$ cat config.mk
export PLATFORM = sky130hd
export DESIGN_NAME = nfa_string_matcher_top
export DESIGN_NICKNAME = d
export VERILOG_FILES = /design/src/hw/rtl/nfa_sm_pkg.sv /design/src/hw/rtl/nfa_string_matcher_top.sv /design/src/hw/rtl/nfa_sm_table.sv /design/src/hw/rtl/nfa_sm_step.sv
export SDC_FILE = /design/constraint.sdc
export NUM_CORES = 2
export LEC_CHECK = 0
export BUFFER_PORTS_ARGS = -buffer_cell sky130_fd_sc_hd__buf_2
export CORE_UTILIZATION = 40
export CTS_BUF_LIST = sky130_fd_sc_hd__clkbuf_16
export DETAILED_ROUTE_END_ITERATION = 6
export PLACE_DENSITY_LB_ADDON = 0.3
export SYNTH_ARGS = -nofsm -noshare
export SYNTH_HDL_FRONTEND = slang
export SYNTH_SLANG_ARGS = --single-unit
$ cat constraint.sdc
create_clock -name clk -period 9.2 [get_ports clk]
set_clock_uncertainty 0.15 [all_clocks]
set_input_delay 1.38 -clock clk [delete_from_list [all_inputs] [get_ports clk]]
set_output_delay 1.38 -clock clk [all_outputs]
set_load 0.01 [all_outputs]
$ cat src/hw/rtl/nfa_sm_pkg.sv
// shared types, codes and defaults for the nfa string matcher
package nfa_sm_pkg;

	localparam int DefStates    = 16;
	localparam int DefRelations = 8;

	localparam int SYM_W = 8;
	localparam int TGT_W = 4;
	localparam int CFG_W = 5;

	localparam logic [1:0] MODE_LOAD  = 2'd0;
	localparam logic [1:0] MODE_SYM   = 2'd1;
	localparam logic [1:0] MODE_EMPTY = 2'd2;

	localparam logic [CFG_W-1:0] NUM_STATES_RST = 5'd16;

	localparam logic [2:0] ADDR_NUM_STATES = 3'd0;

	typedef struct packed {
		logic             valid;
		logic [TGT_W-1:0] target;
		logic [SYM_W-1:0] sym;
	} slot_t;

	typedef struct packed {
		logic  en;
		slot_t slot;
	} tbl_wr_t;

endpackage

$ cat src/hw/rtl/nfa_string_matcher_top.sv
// nfa string matcher top level: stream ports, apb register, state walk sequencer
// a symbol beat: the accept, n row reads (n = effective num_states), one per state, through the
// single read port and shared compare unit, the last row, a check that the read pipe is empty
// and the set's commit, which on a last beat waits for a free output and registers the result;
// load, empty string and unused beats stay in idle; an empty string result is valid the cycle after;
// a waiting result beat holds off the input; reset: num_states 16, state 0 alone, slots invalid
module nfa_string_matcher_top import nfa_sm_pkg::*; #(
	parameter int STATES    = DefStates,
	parameter int RELATIONS = DefRelations
) (
	input  logic        clk,
	input  logic        arst_n,
	input  logic        s_axis_tvalid,
	output logic        s_axis_tready,
	input  logic [23:0] s_axis_tdata,  // symbol, load_state, load_slot, load_target, load_valid
	input  logic [1:0]  s_axis_tuser,  // mode
	input  logic        s_axis_tlast,
	output logic        m_axis_tvalid,
	input  logic        m_axis_tready,
	output logic [7:0]  m_axis_tdata,  // accepted
	input  logic        psel,
	input  logic        penable,
	input  logic        pwrite,
	input  logic [2:0]  paddr,
	input  logic [31:0] pwdata,
	output logic [31:0] prdata,
	output logic        pready
);

	localparam int IDX_W  = (STATES > 1) ? $clog2(STATES) : 1;
	localparam int LANE_W = (RELATIONS > 1) ? $clog2(RELATIONS) : 1;
	localparam int N_W    = $clog2(STATES + 1);

	localparam logic [1:0] ST_IDLE = 2'd0;
	localparam logic [1:0] ST_RUN  = 2'd1;
	localparam logic [1:0] ST_FIN  = 2'd2;

	localparam logic [STATES-1:0] START_SET = STATES'(1);

	logic [1:0]         state_q;
	logic [CFG_W-1:0]   num_states_q;
	logic [STATES-1:0]  active_q;
	logic [STATES-1:0]  next_q;
	logic [N_W-1:0]     cnt_q;
	logic [SYM_W-1:0]   sym_q;
	logic               last_q;
	logic               rd_vld_s1;
	logic [IDX_W-1:0]   rd_idx_s1;
	logic               out_valid_q;
	logic               out_acc_q;

	logic [N_W-1:0]     eff_n;
	logic [N_W-1:0]     nm1;
	logic               in_beat;
	logic               out_free;
	logic               out_set;
	logic [1:0]         in_mode;
	logic [SYM_W-1:0]   in_sym;
	logic [3:0]         in_state;
	logic [2:0]         in_slot;
	logic [8:0]         state_ext;
	logic [6:0]         slot_ext;
	tbl_wr_t            tbl_wr;
	logic               rd_en;
	logic [IDX_W-1:0]   rd_addr;
	slot_t [RELATIONS-1:0] rd_row;
	logic [STATES-1:0]  step_mask;
	logic               cfg_wr;

	// apb register
	assign pready = 1'b1;
	assign cfg_wr = psel && penable && pwrite && pready && (paddr[2] == ADDR_NUM_STATES[2]);
	assign prdata = (paddr[2] == ADDR_NUM_STATES[2]) ? 32'(num_states_q) : '0;

	always_ff @(posedge clk or negedge arst_n) begin
		if (!arst_n) begin
			num_states_q <= NUM_STATES_RST;
		end else if (cfg_wr) begin
			num_states_q <= pwdata[CFG_W-1:0];
		end
	end

	always_comb begin
		if (num_states_q == '0) begin
			eff_n = N_W'(1);
		end else if (32'(num_states_q) > STATES) begin
			eff_n = N_W'(STATES);
		end else begin
			eff_n = N_W'(num_states_q);
		end
	end
	assign nm1 = eff_n - N_W'(1);

	// input beat fields
	assign in_mode   = s_axis_tuser;
	assign in_sym    = s_axis_tdata[7:0];
	assign in_state  = s_axis_tdata[11:8];
	assign in_slot   = s_axis_tdata[14:12];
	assign state_ext = 9'(in_state);
	assign slot_ext  = 7'(in_slot);

	assign out_free      = !out_valid_q || m_axis_tready;
	assign s_axis_tready = (state_q == ST_IDLE) && out_free;
	assign in_beat       = s_axis_tvalid && s_axis_tready;
	assign out_set       = (in_beat && in_mode == MODE_EMPTY) ||
	                       (state_q == ST_FIN && last_q && out_free);

	assign tbl_wr.en          = in_beat && (in_mode == MODE_LOAD) &&
	                            (32'(in_state) < STATES) && (32'(in_slot) < RELATIONS);
	assign tbl_wr.slot.sym    = in_sym;
	assign tbl_wr.slot.target = s_axis_tdata[18:15];
	assign tbl_wr.slot.valid  = s_axis_tdata[19];

	assign rd_en   = (state_q == ST_RUN) && (cnt_q < eff_n);
	assign rd_addr = cnt_q[IDX_W-1:0];

	nfa_sm_table #(
		.STATES    (STATES),
		.RELATIONS (RELATIONS)
	) u_table (
		.clk     (clk),
		.arst_n  (arst_n),
		.wr      (tbl_wr),
		.wr_row  (state_ext[IDX_W-1:0]),
		.wr_lane (slot_ext[LANE_W-1:0]),
		.rd_en   (rd_en),
		.rd_addr (rd_addr),
		.rd_row  (rd_row)
	);

	nfa_sm_step #(
		.STATES    (STATES),
		.RELATIONS (RELATIONS)
	) u_step (
		.row        (rd_row),
		.src_active (active_q[rd_idx_s1]),
		.sym        (sym_q),
		.n          (eff_n),
		.mask       (step_mask)
	);

	// sequencer
	always_ff @(posedge clk or negedge arst_n) begin
		if (!arst_n) begin
			state_q     <= ST_IDLE;
			active_q    <= START_SET;
			cnt_q       <= '0;
			rd_vld_s1   <= 1'b0;
			out_valid_q <= 1'b0;
		end else begin
			rd_vld_s1 <= rd_en;
			if (out_set) begin
				out_valid_q <= 1'b1;
			end else if (m_axis_tready) begin
				out_valid_q <= 1'b0;
			end
			case (state_q)
				ST_IDLE: begin
					if (in_beat && in_mode == MODE_SYM) begin
						cnt_q   <= '0;
						state_q <= ST_RUN;
					end else if (in_beat && in_mode == MODE_EMPTY) begin
						active_q <= START_SET;
					end
				end
				ST_RUN: begin
					if (rd_en) begin
						cnt_q <= cnt_q + N_W'(1);
					end else if (!rd_vld_s1) begin
						state_q <= ST_FIN;
					end
				end
				ST_FIN: begin
					if (!last_q) begin
						active_q <= next_q;
						state_q  <= ST_IDLE;
					end else if (out_free) begin
						active_q <= START_SET;
						state_q  <= ST_IDLE;
					end
				end
				default: begin
					state_q <= ST_IDLE;
				end
			endcase
		end
	end

	// payload registers
	always_ff @(posedge clk) begin
		rd_idx_s1 <= rd_addr;
		if (in_beat && in_mode == MODE_SYM) begin
			sym_q  <= in_sym;
			last_q <= s_axis_tlast;
			next_q <= '0;
		end else if (rd_vld_s1) begin
			next_q <= next_q | step_mask;
		end
		if (state_q == ST_IDLE && in_beat && in_mode == MODE_EMPTY) begin
			out_acc_q <= (eff_n == N_W'(1));
		end else if (state_q == ST_FIN && last_q && out_free) begin
			out_acc_q <= next_q[nm1[IDX_W-1:0]];
		end
	end

	assign m_axis_tvalid = out_valid_q;
	assign m_axis_tdata  = {7'b0, out_acc_q};

endmodule

$ cat src/hw/rtl/nfa_sm_table.sv
// relation table memory, one row of slots per source state, with row valid flags
module nfa_sm_table import nfa_sm_pkg::*; #(
	parameter int STATES    = DefStates,
	parameter int RELATIONS = DefRelations,
	localparam int IDX_W    = (STATES > 1) ? $clog2(STATES) : 1,
	localparam int LANE_W   = (RELATIONS > 1) ? $clog2(RELATIONS) : 1
) (
	input  logic                        clk,
	input  logic                        arst_n,
	input  tbl_wr_t                     wr,
	input  logic [IDX_W-1:0]            wr_row,
	input  logic [LANE_W-1:0]           wr_lane,
	input  logic                        rd_en,
	input  logic [IDX_W-1:0]            rd_addr,
	output slot_t [RELATIONS-1:0]       rd_row
);

	slot_t                  mem_q [STATES][RELATIONS];
	logic [STATES-1:0]      row_ok_q;
	slot_t [RELATIONS-1:0]  rd_data_q;
	logic                   rd_ok_q;

	// first write to a row clears the other slots of that row
	always_ff @(posedge clk) begin
		if (wr.en) begin
			for (int j = 0; j < RELATIONS; j++) begin
				if (32'(wr_lane) == j) begin
					mem_q[wr_row][j] <= wr.slot;
				end else if (!row_ok_q[wr_row]) begin
					mem_q[wr_row][j] <= '0;
				end
			end
		end
		if (rd_en) begin
			for (int j = 0; j < RELATIONS; j++) begin
				rd_data_q[j] <= mem_q[rd_addr][j];
			end
			rd_ok_q <= row_ok_q[rd_addr];
		end
	end

	always_ff @(posedge clk or negedge arst_n) begin
		if (!arst_n) begin
			row_ok_q <= '0;
		end else if (wr.en) begin
			row_ok_q[wr_row] <= 1'b1;
		end
	end

	always_comb begin
		for (int j = 0; j < RELATIONS; j++) begin
			rd_row[j] = rd_ok_q ? rd_data_q[j] : '0;
		end
	end

endmodule

$ cat src/hw/rtl/nfa_sm_step.sv
// shared compare unit: one source row against the symbol, gives its target mask
module nfa_sm_step import nfa_sm_pkg::*; #(
	parameter int STATES    = DefStates,
	parameter int RELATIONS = DefRelations,
	localparam int N_W      = $clog2(STATES + 1)
) (
	input  slot_t [RELATIONS-1:0]  row,
	input  logic                   src_active,
	input  logic [SYM_W-1:0]       sym,
	input  logic [N_W-1:0]         n,
	output logic [STATES-1:0]      mask
);

	always_comb begin
		mask = '0;
		for (int k = 0; k < STATES; k++) begin
			for (int j = 0; j < RELATIONS; j++) begin
				if (src_active && row[j].valid && row[j].sym == sym &&
				    32'(row[j].target) == k && k < 32'(n)) begin
					mask[k] = 1'b1;
				end
			end
		end
	end

endmodule
==> impl_metrics.py <==
metrics = {
    "synthesis": {
        "synth_edf_count": 1779,
        "synth-seq-area-share_pct": 75.2,
        "synth-xor-area-share_pct": 0.599,
        "synth_top_family_by_area": "multiplexers",
        "ys_warn_count": 0,
        "synth_area_per_cell_sq_um": 21.4,
        "syn_inst": 3411,
        "ys_async_sr_fraction_pct": 2.49,
        "synthMuxAreaShare_pct": 16.8,
        "synthAdderAreaFrac_pct": 0.103,
        "synth_area_sq_um": 73100,
        "yosys.area_share.simple_pct": 3.49,
        "synth_cell_types": 85,
        "ys.flop_type": "edfxtp_1",
        "synth-compound-area-share_pct": 2.31,
        "synth-seq-cells": 1845,
    },
    "detailed_routing": {
        "ant_nets": 0,
        "viasPerCell": 5.77,
        "avgRoutedWirePerCell_um": 30.6,
        "drt_iter0_markers": 4317,
        "drc": 0,
        "drt_pass1_iterations": 7,
        "vias": 35700,
        "routed_wl_um": 189000,
    },
    "global_route": {
        "track_usage_pct": 20.6,
        "overflow": 0,
        "first_global_vias": 36000,
        "antenna_found_initial": 23,
        "grt_max_degree": 110,
        "grt_pass1_wl_um": 269000,
    },
    "critical_path": {
        "endpoint_kind": "flip-flop",
        "crit_fanout": 9,
        "start_kind": "input port",
        "worstPathArrival_ps": 5190,
        "r2r_slack_ps": 4630,
        "critical_path_required_ps": 9580,
        "crit_type": "input port to flip-flop",
    },
    "final_layout": {
        "utilization_pct": 45.8,
        "layoutNonFillerInstCount": 6186,
        "fill_cells": 15000,
        "layout_commonest_cell": "edfxtp_1",
        "nets": 3692,
        "synthToLayoutAreaGrowth_pct": 13.3,
        "layout_common_cells": "1779 x edfxtp_1, 535 x mux4_2, 192 x clkbuf_16",
        "drive_above_1_share_pct": 28.2,
    },
    "timing": {
        "period_needed_ps": 4810,
        "hold_viol_final": 0,
        "worstMarginPinSlew_ps": 1230,
        "slew_headroom_pct": 18.0,
        "setup_viol": 0,
        "timing.final.crit_share_pct": 52.3,
        "tns_ps": 0,
        "rsz0062_at_grt": "false",
        "final_max_slew_viol_count": 0,
        "clock.fmax_mhz": 208,
    },
    "floorplan": {
        "die_x_um": 430,
        "die_area_sq_um": 185000,
        "rows": 156,
        "io_pins": 112,
        "die_y_um": 430,
        "core_area_sq_um": 181000,
        "initial_core_util_pct": 40.4,
    },
    "cts": {
        "insertion_delay_ps": 840,
        "cts-root-buf": "clkbuf_16",
        "clkTransAtPathRegs_ps": 60,
        "cts.repair.resized": 0,
        "clock_sinks": 1845,
        "htreeDepth": 4,
        "clk_path_buf_depth": 3,
        "ctsHoldBuffers": 0,
        "post_cts_buffers": 0,
        "cts_tree": "done",
        "cts-buffers-inserted": 189,
    },
    "power_and_ir_drop": {
        "p_leak_nw": 25.9,
        "p_per_area_nw_per_um2": 259,
        "peakVddDrop_mv": 0.251,
    },
    "min_path": {
        "holdCritPathClass": "flip-flop to flip-flop",
    },
    "placement": {
        "gp_congestion": 0.931,
        "dpl.cell_count": 5796,
        "portBuffers": 43,
        "dpl.hpwl_um": 105000,
    },
    "run": {
        "max-cap-violations": 0,
    },
    "status": {
        "status": "finished clean",
    },
}
-- cell families after synthesis --
logic type	after synthesis
AO/OA/AOI/OAI	211
XOR/XNOR	50
adder cells (fa/ha/maj)	6
buffers and inverters	244
flip-flops	1845
multiplexers	555
other	2
AND/OR/NAND/NOR	498
-- flip-flops by register name (all words and copies together), names as in the netlist --
name               count
u_table.mem_q       1664
u_table.rd_data_q    104
active_q              16
next_q                16
u_table.row_ok_q      16
sym_q                  8
cnt_q                  5
num_states_q           5
rd_idx_s1              4
state_q                2
last_q                 1
m_axis_tvalid          1
out_acc_q              1
rd_vld_s1              1
u_table.rd_ok_q        1
-- path summary, 6_finish.rpt --
path,startpoint,to,cells past startpoint
setup / recovery,m_axis_tready,u_table.mem_q[2][8]$_DFFE_PP_,8
hold / removal,active_q[0]$_DFFE_PN1P_,active_q[0]$_DFFE_PN1P_,2
setup reg to reg,u_table.rd_ok_q$_DFFE_PP_,next_q[1]$_SDFFE_PP0P_,9
hold reg to reg,active_q[0]$_DFFE_PN1P_,active_q[0]$_DFFE_PN1P_,2
max in group asynchronous,arst_n,cnt_q[3]$_DFFE_PN0P_,2
min in group asynchronous,arst_n,m_axis_tvalid$_DFFE_PN0P_,2
-- Yosys cell counts (all sizes together) (5+ instances only) --
master / number / share of area (%)
a2111oi: 17 / 0.34
a211oi: 10 / 0.10
a21oi: 21 / 0.15
a221oi: 12 / 0.14
a22o: 15 / 0.18
a31oi: 11 / 0.094
a32oi: 6 / 0.072
and2: 59 / 0.50
buf: 105 / 0.84
clkbuf: 109 / 0.56
dfrtp: 44 / 1.5
dfxtp: 20 / 0.55
edfxtp: 1779 / 73
ha: 6 / 0.10
inv: 30 / 0.15
mux2: 9 / 0.14
mux2i: 11 / 0.15
mux4: 535 / 16
nand2: 66 / 0.34
nand2b: 30 / 0.26
nand3: 15 / 0.10
nand3b: 5 / 0.051
nand4: 11 / 0.094
nor2: 183 / 0.95
nor2b: 75 / 0.64
nor3: 22 / 0.16
nor4: 7 / 0.080
nor4bb: 5 / 0.068
o2111ai: 16 / 0.23
o211ai: 6 / 0.068
o21a: 10 / 0.10
o21ai: 39 / 0.29
o22ai: 11 / 0.094
o32ai: 6 / 0.072
xnor2: 45 / 0.54
xor2: 5 / 0.060
-- per-stage QoR --
step | setup WS, ps | hold WS [ps] | power, mW | area (sq um)
after floorplan | 2700 | 218 | 13.1 | 73300
after global placement | 3670 | 315 | 14.2 | 76700
after detailed placement | 3670 | 311 | 14.3 | 76700
after CTS | 4580 | 325 | 21.7 | 82800
after global routing | 4320 | 341 | 22.2 | 82800
final | 4390 | 320 | 21.5 | 82900
-- area by class of cell --
type / instances / area (sq um) / share of cell area, %
antenna: 41 / 103 / 0.124
clock inverter: 157 / 1270 / 1.54
timing repair buffer: 196 / 1430 / 1.72
multi-input combinational: 1355 / 17200 / 20.8
clock buffer: 192 / 4800 / 5.80
inverter: 30 / 113 / 0.136
sequential: 1845 / 55000 / 66.3
tap: 2370 / 2970 / 3.58
-- critical path: stages --
cell and delay (ps):
buf_2 260, nand2b_1 220, nand4_1 160, nor3_1 620, nor3b_1 440, nand2_1 790, nor2_1 990, buf_4 330
-- per-layer routing --
layer	track usage, %	share of wire (%)	vias up
li1	-	-	14700
met1	28.2	40	19300
met2	33.8	50	1450
met3	3.47	7.2	255
met4	6.17	2.4	2
met5	0	0.0069	-
-- power by group --
group          internal (mW)  switching [mW]
Combinational           1.86            2.03
Clock                   4.22            3.24
Sequential              9.74           0.388
Total                   15.8            5.65
Power figures use the tool's default switching activity.
